--- src/rtl/core/ixnz_pkg.sv ---
// Shared types and codes for the indexed nonzero counter.
package ixnz_pkg;

    localparam int IDX_W   = 10;
    localparam int VALUE_W = 32;
    localparam int OUT_W   = 31;

    localparam logic [OUT_W-1:0] OUT_MAX = {OUT_W{1'b1}};

    // operation codes carried in s_tuser
    localparam logic [1:0] OP_COUNT = 2'd0;
    localparam logic [1:0] OP_READ  = 2'd1;
    localparam logic [1:0] OP_CLEAR = 2'd2;

    // missing_mode codes; any code at or above MODE_POISON marks entries
    localparam logic [1:0] MODE_COUNT  = 2'd0;
    localparam logic [1:0] MODE_IGNORE = 2'd1;
    localparam logic [1:0] MODE_POISON = 2'd2;

    // one accepted beat, value already reduced to a nonzero flag
    typedef struct packed {
        logic [1:0]       op;
        logic [IDX_W-1:0] idx;
        logic             nonzero;
        logic             missing;
    } item_t;

    // one result beat
    typedef struct packed {
        logic [OUT_W-1:0] count;
        logic             missing;
    } res_t;

    // control from the update stage
    typedef struct packed {
        logic wr_en;
        logic res_en;
    } upd_ctl_t;

endpackage

--- src/rtl/core/ixnz_update.sv ---
// Modify step: new entry word for count/clear, result word for read.
module ixnz_update #(
    parameter int ENTRIES    = 1024,
    parameter int COUNT_BITS = 31
) (
    input  logic                  in_valid,
    input  ixnz_pkg::item_t       item,
    input  logic [1:0]            mode,
    input  logic [COUNT_BITS:0]   cur_data,
    output ixnz_pkg::upd_ctl_t    ctl,
    output logic [COUNT_BITS:0]   wr_data,
    output ixnz_pkg::res_t        res
);

    import ixnz_pkg::*;

    logic                  idx_ok;
    logic                  mark;
    logic [COUNT_BITS-1:0] cnt;
    logic                  inc;
    logic [63:0]           cnt_ext;

    assign idx_ok  = ({22'd0, item.idx} < 32'(ENTRIES));
    assign mark    = cur_data[COUNT_BITS];
    assign cnt     = cur_data[COUNT_BITS-1:0];
    assign cnt_ext = 64'(cnt);

    always_comb
    begin
        ctl         = '0;
        wr_data     = cur_data;
        res.count   = '0;
        res.missing = 1'b0;
        inc         = 1'b0;
        case (item.op)
            OP_COUNT:
            begin
                ctl.wr_en = in_valid && idx_ok;
                if (mode >= MODE_POISON && item.missing)
                begin
                    wr_data = {1'b1, {COUNT_BITS{1'b0}}};
                end
                else
                begin
                    if (mode == MODE_COUNT)
                    begin
                        inc = item.missing || item.nonzero;
                    end
                    else
                    begin
                        inc = !item.missing && item.nonzero;
                    end
                    if (inc && !mark && cnt != {COUNT_BITS{1'b1}})
                    begin
                        wr_data = {mark, cnt + COUNT_BITS'(1)};
                    end
                end
            end
            OP_READ:
            begin
                ctl.res_en  = in_valid;
                res.missing = idx_ok && mark;
                if (idx_ok && !mark)
                begin
                    res.count = (cnt_ext > 64'(OUT_MAX)) ? OUT_MAX : cnt_ext[OUT_W-1:0];
                end
            end
            OP_CLEAR:
            begin
                ctl.wr_en = in_valid && idx_ok;
                wr_data   = '0;
            end
            default:
            begin
                ctl = '0;
            end
        endcase
    end

endmodule

--- config.mk ---
export PLATFORM = sky130hd
export DESIGN_NAME = ixnz_update
export DESIGN_NICKNAME = d
export VERILOG_FILES = /design/src/rtl/core/ixnz_pkg.sv /design/src/rtl/core/ixnz_update.sv
export SDC_FILE = /design/constraint.sdc
export NUM_CORES = 1
export LEC_CHECK = 0
export BUFFER_PORTS_ARGS = -buffer_cell sky130_fd_sc_hd__buf_2
export CORE_ASPECT_RATIO = 0.6
export CORE_MARGIN = 1
export CORE_UTILIZATION = 46
export DETAILED_ROUTE_END_ITERATION = 7
export PLACE_DENSITY = 0.89
export SETUP_SLACK_MARGIN = 0.3
export SYNTH_ARGS = -nofsm -noshare
export SYNTH_HDL_FRONTEND = slang
export SYNTH_SLANG_ARGS = --single-unit
--- constraint.sdc ---
create_clock -name vclk -period 5.05
set_input_delay 0.2525 -clock vclk [all_inputs]
set_output_delay 0.2525 -clock vclk [all_outputs]
set_load 0.05 [all_outputs]
==> impl_results.md <==
* CP required at 4.80 ns
* Core area at 2980 um^2
* Vias in the first global route at ~1800
* Max VDD drop at 87.3 uV
* Final setup TNS at 0 ns
* GRT Total Usage at 28.2%
* Die Area at 3520 um^2
* Routed WL at around 5.2 mm
* First DRT Iteration DRCs at 128
* DP HPWL at 3.87 mm
* Yosys warns at 0
* # resized after CTS at 0
* Crit path kind: in -> out
* Sequential share of the synthesized area at 0%
* Max-slew headroom at between 20% and 30%
* Fmax at between 300 and 400 MHz
* Critical Path AT at 2.62 ns
* Sequential cell area at 0 um^2
* Cell variety after synth at 52
* RSZ-0062 raised after global routing: false
* Crit-path max cell delay at 0.97 ns
* CP Cell Sequence: buf_2, inv_1, nor3_2, and2_1, buf_2
* Row count at 15
* RePlAce Congestion at 0.850
* Drt wl/cell at 13.8 um
* Min Tclk post-route at 2.87 ns
* Gate Count Post-Synth at ~250
* Area of the mapped netlist at 1510 um^2
* Status: completed
* Area delta synth->final at 34.1%
* Port buffer count at 105
* First-pass GRT wire length at 8.26 mm
* Total chip power at about 220 uW
* CP Max Fanout at 34
* Fin crit share at 56.9%
* Top-level port count at 115
* Horiz. Die Dim at 75.9 um
* Ant. Diodes at 0
* # hold bufs at CTS at 0
* Worst Setup End Kind: output pin
* Die Ht at 46.4 um
* Max-capacitance violation count at 0
* Max Slew Vio Count at 0
* Pin count of the biggest net entering global routing at 35
* Commonest cells after routing, fill and taps aside: 105 x buf_2, 34 x nand3_1, 34 x nand2_1
* Setup violators final at 0
* Hold Path Cell Cnt at 3
* Critical Path Source Type: input port
* # DRC at 0
* CP most frequent cell: buf_2
* Share of cells above drive strength 1 at 36.1%
* Initial core utilization at 50.6%
* Hold Vio Cnt, Final at 0
* Routed vias/inst at around 6.2
* Syn Nets at 297
* CLK BUF at 0
* Leakage power at 0.000940 uW
* Post-route ant nets at 0
* Sequential cell count at 0
* Slowest-stage cell, CP: nor3_2
* Commonest non-fill, non-tap cell in the layout: buf_2
* Post-layout nets at about 390
* Vias post-DR at 2352
* Worst Tran Pin Value at ~1.1 ns
* # Post-CTS Setup Buffers at 0
* Hold crit path type: in -> out
* Initial antenna violation count at 0
* Placed cells at 377
* Pwr Density at 109 nW/um^2
* Mean Syn Cell Area at 6.11 um^2
* Post-Layout Cell Count at approximately 380
* Grt total ovfl at 0
* First-pass detailed-route iteration total at 4
area by class of cell:
cell class	count	area [um^2]
inverters	7	26.3
well taps	42	52.6
repair buffers	106	533
fillers	282	961
multi-input cells	222	1410
per-stage QoR:
step / setup WS, ns / hold WS, ns / cell area, um^2 / util, %
after detailed placement: 2.12 / 0.918 / 2020 / 67.8
after global placement: 2.18 / 0.914 / 2020 / 67.8
after CTS: 2.12 / 0.920 / 2020 / 67.8
final: 2.18 / 0.917 / 2020 / 67.8
after floorplan: 2.23 / 0.739 / 1510 / -
after global routing: 1.82 / 0.942 / 2020 / 67.8
worst paths after layout:
check | startpoint | end
hold / removal | in_valid | ctl[1]
setup / recovery | item[12] | res[14]
cells by family after synthesis:
family	count (synthesis)	share of synthesized area, %
simple gates	169	63.1
compound gates	51	27.7
buf+inv	25	7.63
mux	1	0.746
fa+ha+maj	1	0.829
report_power, final:
part / total, uW / internal [uW] / switching [uW]
combinational: 221 / 53.5 / 167
clock: 0 / 0 / 0
sequential: 0 / 0 / 0
synth_stat cells (all sizes together) (4+ instances only):
cell / number / share of area (%)
o311ai: 6 / 3.5
buf: 5 / 2.0
or3: 6 / 2.5
nor2: 11 / 2.7
a21oi: 9 / 3.7
clkbuf: 12 / 3.2
o211ai: 13 / 6.5
nor3: 4 / 1.3
inv: 7 / 1.7
nand2: 34 / 8.5
or4: 17 / 8.5
and2: 28 / 12
nand3: 35 / 12
nor4: 7 / 3.3
nand4: 9 / 3.7
o21ai: 7 / 2.6
and3: 6 / 2.7
per-layer routing:
metal / vias to the layer above / wire, um / global-route usage [%] / share of wire (%)
met4: 0 / 36 / 3.46 / 0.69
met3: 6 / 487 / 1.19 / 9.4
met2: 141 / 2330 / 48.9 / 45
met1: 1068 / 2340 / 40.6 / 45
met5: - / 0 / 0 / 0
li1: 1137 / - / - / -
worst max-delay path, delay by kind of cell:
family                 cells  cell delay (ns)
buffers and inverters      3             1.14
AND/OR/NAND/NOR            2             1.21
No activity file was read; power rests on OpenSTA's default activity.
