## src/rtl/core/ixnz_pkg.sv

```systemverilog
// Shared types and codes for the indexed nonzero counter.
package ixnz_pkg;

    localparam int IDX_W   = 10;
    localparam int VALUE_W = 32;
    localparam int OUT_W   = 31;

    localparam logic [OUT_W-1:0] OUT_MAX = {OUT_W{1'b1}};

    // operation codes carried in s_tuser
    localparam logic [1:0] OP_COUNT = 2'd0;
    localparam logic [1:0] OP_READ  = 2'd1;
    localparam logic [1:0] OP_CLEAR = 2'd2;

    // missing_mode codes; any code at or above MODE_POISON marks entries
    localparam logic [1:0] MODE_COUNT  = 2'd0;
    localparam logic [1:0] MODE_IGNORE = 2'd1;
    localparam logic [1:0] MODE_POISON = 2'd2;

    // one accepted beat, value already reduced to a nonzero flag
    typedef struct packed {
        logic [1:0]       op;
        logic [IDX_W-1:0] idx;
        logic             nonzero;
        logic             missing;
    } item_t;

    // one result beat
    typedef struct packed {
        logic [OUT_W-1:0] count;
        logic             missing;
    } res_t;

    // control from the update stage
    typedef struct packed {
        logic wr_en;
        logic res_en;
    } upd_ctl_t;

endpackage

```

## src/rtl/core/ixnz_outq.sv

```systemverilog
// Two-entry result queue in front of the master port.
module ixnz_outq (
    input  logic           clk,
    input  logic           rst_n,
    input  logic           push,
    input  ixnz_pkg::res_t push_data,
    input  logic           ready,
    output logic           valid,
    output ixnz_pkg::res_t head,
    output logic [1:0]     count
);

    import ixnz_pkg::*;

    res_t       q0_reg, q0_next;
    res_t       q1_reg, q1_next;
    logic [1:0] cnt_reg, cnt_next;
    logic       pop;

    assign valid = (cnt_reg != 2'd0);
    assign pop   = valid && ready;
    assign head  = q0_reg;
    assign count = cnt_reg;

    always_comb
    begin
        q0_next  = q0_reg;
        q1_next  = q1_reg;
        cnt_next = cnt_reg - {1'b0, pop} + {1'b0, push};
        case (cnt_reg)
            2'd0:
            begin
                if (push)
                begin
                    q0_next = push_data;
                end
            end
            2'd1:
            begin
                if (push && pop)
                begin
                    q0_next = push_data;
                end
                else if (push)
                begin
                    q1_next = push_data;
                end
            end
            2'd2:
            begin
                if (pop)
                begin
                    q0_next = q1_reg;
                    if (push)
                    begin
                        q1_next = push_data;
                    end
                end
            end
            default:
            begin
                cnt_next = cnt_reg;
            end
        endcase
    end

    always_ff @(posedge clk or negedge rst_n)
    begin
        if (!rst_n)
        begin
            cnt_reg <= 2'd0;
        end
        else
        begin
            cnt_reg <= cnt_next;
        end
    end

    always_ff @(posedge clk)
    begin
        q0_reg <= q0_next;
        q1_reg <= q1_next;
    end

endmodule
```

## config.mk

```make
export PLATFORM = sky130hd
export DESIGN_NAME = ixnz_outq
export DESIGN_NICKNAME = d
export VERILOG_FILES = /design/src/rtl/core/ixnz_pkg.sv /design/src/rtl/core/ixnz_outq.sv
export SDC_FILE = /design/constraint.sdc
export NUM_CORES = 1
export LEC_CHECK = 0
export ABC_AREA = 1
export ABC_CLOCK_PERIOD_IN_PS = 6900
export BUFFER_PORTS_ARGS = -buffer_cell sky130_fd_sc_hd__buf_4
export CAP_MARGIN = 10
export CELL_PAD_IN_SITES_DETAIL_PLACEMENT = 0
export CELL_PAD_IN_SITES_GLOBAL_PLACEMENT = 1
export CORE_MARGIN = 2
export CORE_UTILIZATION = 44
export DETAILED_ROUTE_END_ITERATION = 10
export GPL_TIMING_DRIVEN = 0
export PLACE_DENSITY_LB_ADDON = 0.1
export SLEW_MARGIN = 20
export SYNTH_ARGS = -nofsm -noshare
export SYNTH_HDL_FRONTEND = slang
export SYNTH_SLANG_ARGS = --single-unit
```

## constraint.sdc

```tcl
create_clock -name clk -period 6.9 [get_ports clk]
set_input_delay 0.69 -clock clk [delete_from_list [all_inputs] [get_ports clk]]
set_output_delay 0.69 -clock clk [all_outputs]
set_load 0.01 [all_outputs]
```

==> flow_results.org <==
** Outcome
- Result of the run :: complete, no violations

** Logic synthesis
- Syn Nets :: 232
- Post-synthesis register bit count :: 66
- For this run, the leading register cell type out of synthesis is edfxtp_1.
- Proportion of register bits with asynchronous set or reset after synthesis :: 3.030%
- Synthesis instantiated 15 different standard cells from the library.
- Commonest cells in the netlist :: 73 x nand2_1, 64 x edfxtp_1, 34 x nand3_1
- Sequential area share after synthesis :: 76.10%
- Gate count after technology mapping :: 195
- EDFF count, synth :: 64
- By area the synthesized netlist is led by edfxtp_1 74%, nand2_1 11%, nand3_1 6.6%.
- Yosys instantiated no cell more often than nand2_1.
- For this run, the number of Yosys warnings is 0.
- Top-area cell type share of the netlist area :: 74.17%
- After synthesis the cells add up to 0.002591 sq mm.
- Most area-hungry cell type in the Yosys netlist :: edfxtp_1
- A synthesized cell averages 13.29 sq um.

** Floorplan
- The floorplan has 27 rows.
- The die covers 0.006519 sq mm.
- Starting utilization of the core area :: 46.21%
- For this design the top-level I/O count stands at 71.
- Placeable core region :: 0.005608 sq mm
- Die boundary width :: 80.74 um
- Measured along the y axis, the die boundary spans 80.74 um.

** Timing
- Largest clock skew in the final design :: 0.009109 ns
- Worst-Margin Slew :: 0.7322 ns
- The max-slew violation count came to 0.
- Remaining max-slew budget at the tightest pin :: 51.12%
- Fin Setup TNS :: 0 ns
- Fraction of the cycle the final worst path needs :: 26.71%
- The number of hold violations in the final report is 0.
- Setup violations remaining at the end of the flow were counted as 0.
- Fmax :: 542.7 MHz
- RSZ-0062 raised after global routing :: no
- The routed design could run at a clock period as short as 1.843 ns.

** Critical path
- STA puts the critical path data arrival time at 1.15 ns.
- Kind of start point of the critical path :: flop
- Worst path required time :: 6.21 ns
- In this run the worst path has a maximum fanout of 9.
- Crit path capture type :: output port
- By startpoint and endpoint, the worst setup path is classified as reg -> out.

** Clock tree
- CTS buffer count :: 9
- Sink count of the clock tree :: 66
- Number of instances resized during post-cts repair :: 0
- For this design, the CTS-stage hold fixing added 0 buffers.
- Buffers added to address setup during post-CTS repair amount to 0.
- The tree is rooted in a clkbuf_8.
- Clock tree from TritonCTS :: yes
- The H-tree was split into 3 levels.
- Clock-pin slew was measured on the worst setup and hold paths at 0.06 ns.
- The later pin in the worst-skew pair is clocked with a latency of 0.33 ns.
- Bufs on Longest Clock Path :: 2

** GRT
- Largest net degree at the start of global routing :: 33
- The initial antenna violation count came to 0.
- Via count of the first global-routing pass :: 1613
- After global routing the overflow that remains totals 0.
- Global-route total usage across every layer :: 16.18%
- Wire length of the first global-routing pass :: 7.714 mm

** Drt
- In this run, the number of DRC markers left after iteration 0 of detailed routing was 86.
- Once detail routing completed, the nets flagged for antenna violations numbered 0.
- Post-detailed-route DRC marker count :: 0
- After detailed routing, the met3 layer carries 294 um of wire.
- Detailed-route wire length per cell :: 14.19 um
- After detailed routing, the wire length on met1 is 2.226 mm.
- Vias :: 1731
- Final Routed Wirelength :: 5.022 mm
- Number of search-and-repair iterations in the first detailed-routing pass :: 4
- After detailed routing, the met2 layer carries 2.414 mm of wire.
- Signal routing reaches up to met4.
- In the routed layout, each cell is associated on average with a via count of 4.890.

** Finish
- The area growth from synthesis to layout is 31.29%.
- At the end of the flow, the number of nets in the layout was 314.
- Count of antenna diodes in the layout :: 0
- Ratio of cells with drive above 1 in the final layout :: 35.11%

** Flow run
- Max-cap violations in this run came to 0.

** Place
- Port-buffer cells :: 70
- After legalization and detailed placement, the total HPWL measured 3.277 mm.
- Placer's final routability congestion estimate :: 0.6995

** Power and ir drop
- Ratio of total power to cell area :: 216.5 mW/mm^2
- Power comes to 736.4 uW.
- Static Leak :: 0.001420 uW
- The worst-case IR drop observed on VDD is 0.0001398 V.

** Min path
- The tightest min-delay check is of the in -> async type.
routing by layer:
metal	vias up	track usage, %
met4	0	7.627
met1	821	21.10
met2	57	25.17
met5	-	0
li1	843	-
met3	10	4.667
final cells by class:
cell class / count / area [sq um]
Inverter: 6 / 25.02
Buffer: 10 / 93.84
Fill cell: 470 / 2206
Tap cell: 72 / 90.09
Clock inverter: 7 / 36.28
Sequential cell: 66 / 1972
Clock buffer: 9 / 123.9
Multi-Input combinational cell: 113 / 508.0
Timing Repair Buffer: 71 / 553.0
critical path: stages, from the launching register on:
cell,delay (ns)
dfrtp_1,0.39
buf_6,0.15
inv_2,0.07
nand2_1,0.07
buf_4,0.15
worst paths after layout:
kind	startpoint	to	slack, ns	cells past startpoint
max	count[1]	valid	5.06	4
min	rst_n	count[0]	0.13	1
max reg2reg	count[1]	q1_reg[15]	5.17	5
min reg2reg	q1_reg[8]	head[8]	0.55	2
max in group asynchronous	rst_n	count[1]	6.68	1
min in group clk	push_data[7]	q1_reg[7]	0.54	1
cell families after synthesis:
logic type | Yosys count | synth area share [%]
adder cells (fa/ha/maj) | 1 | 0.4828
AO/OA/AOI/OAI | 2 | 0.4828
flip-flops | 66 | 76.10
buffers and inverters | 16 | 4.587
AND/OR/NAND/NOR | 110 | 18.35
per-stage QoR:
step                setup slack [ns]  util [%]  instances  area, sq um  hold WS (ns)
finish                         5.057     60.66        354         3402        0.1321
global route                   5.005     60.66        354         3402        0.1167
CTS                            5.037     60.66        354         3402        0.1163
detailed placement             4.878     57.81        338         3242        0.4739
global placement               3.408     57.18        337         3207        0.4728
floorplan                      4.259         -        195         2591        0.3944
report_power, final:
part	switching (uW)	leakage, uW	total [uW]	internal (uW)
Clock	144	0.0000775	269	125
Combinational	11.5	0.000750	28.4	16.9
Sequential	0	0.000592	439	439
placed cells by master (no fill, tap or decap):
master / instances
buf_4: 75
nand2_1: 73
edfxtp_1: 64
nand3_1: 34
clkbuf_8: 9
buf_6: 5
inv_1: 3
clkinv_1: 3
inv_2: 2
clkinvlp_4: 2
clkinv_2: 2
dfrtp_1: 2
inv_4: 1
nand2_8: 1
a21boi_0: 1
nor2_4: 1
o21ai_0: 1
nand3b_1: 1
ha_1: 1
buf_16: 1
(Power assumes the default switching activity.)
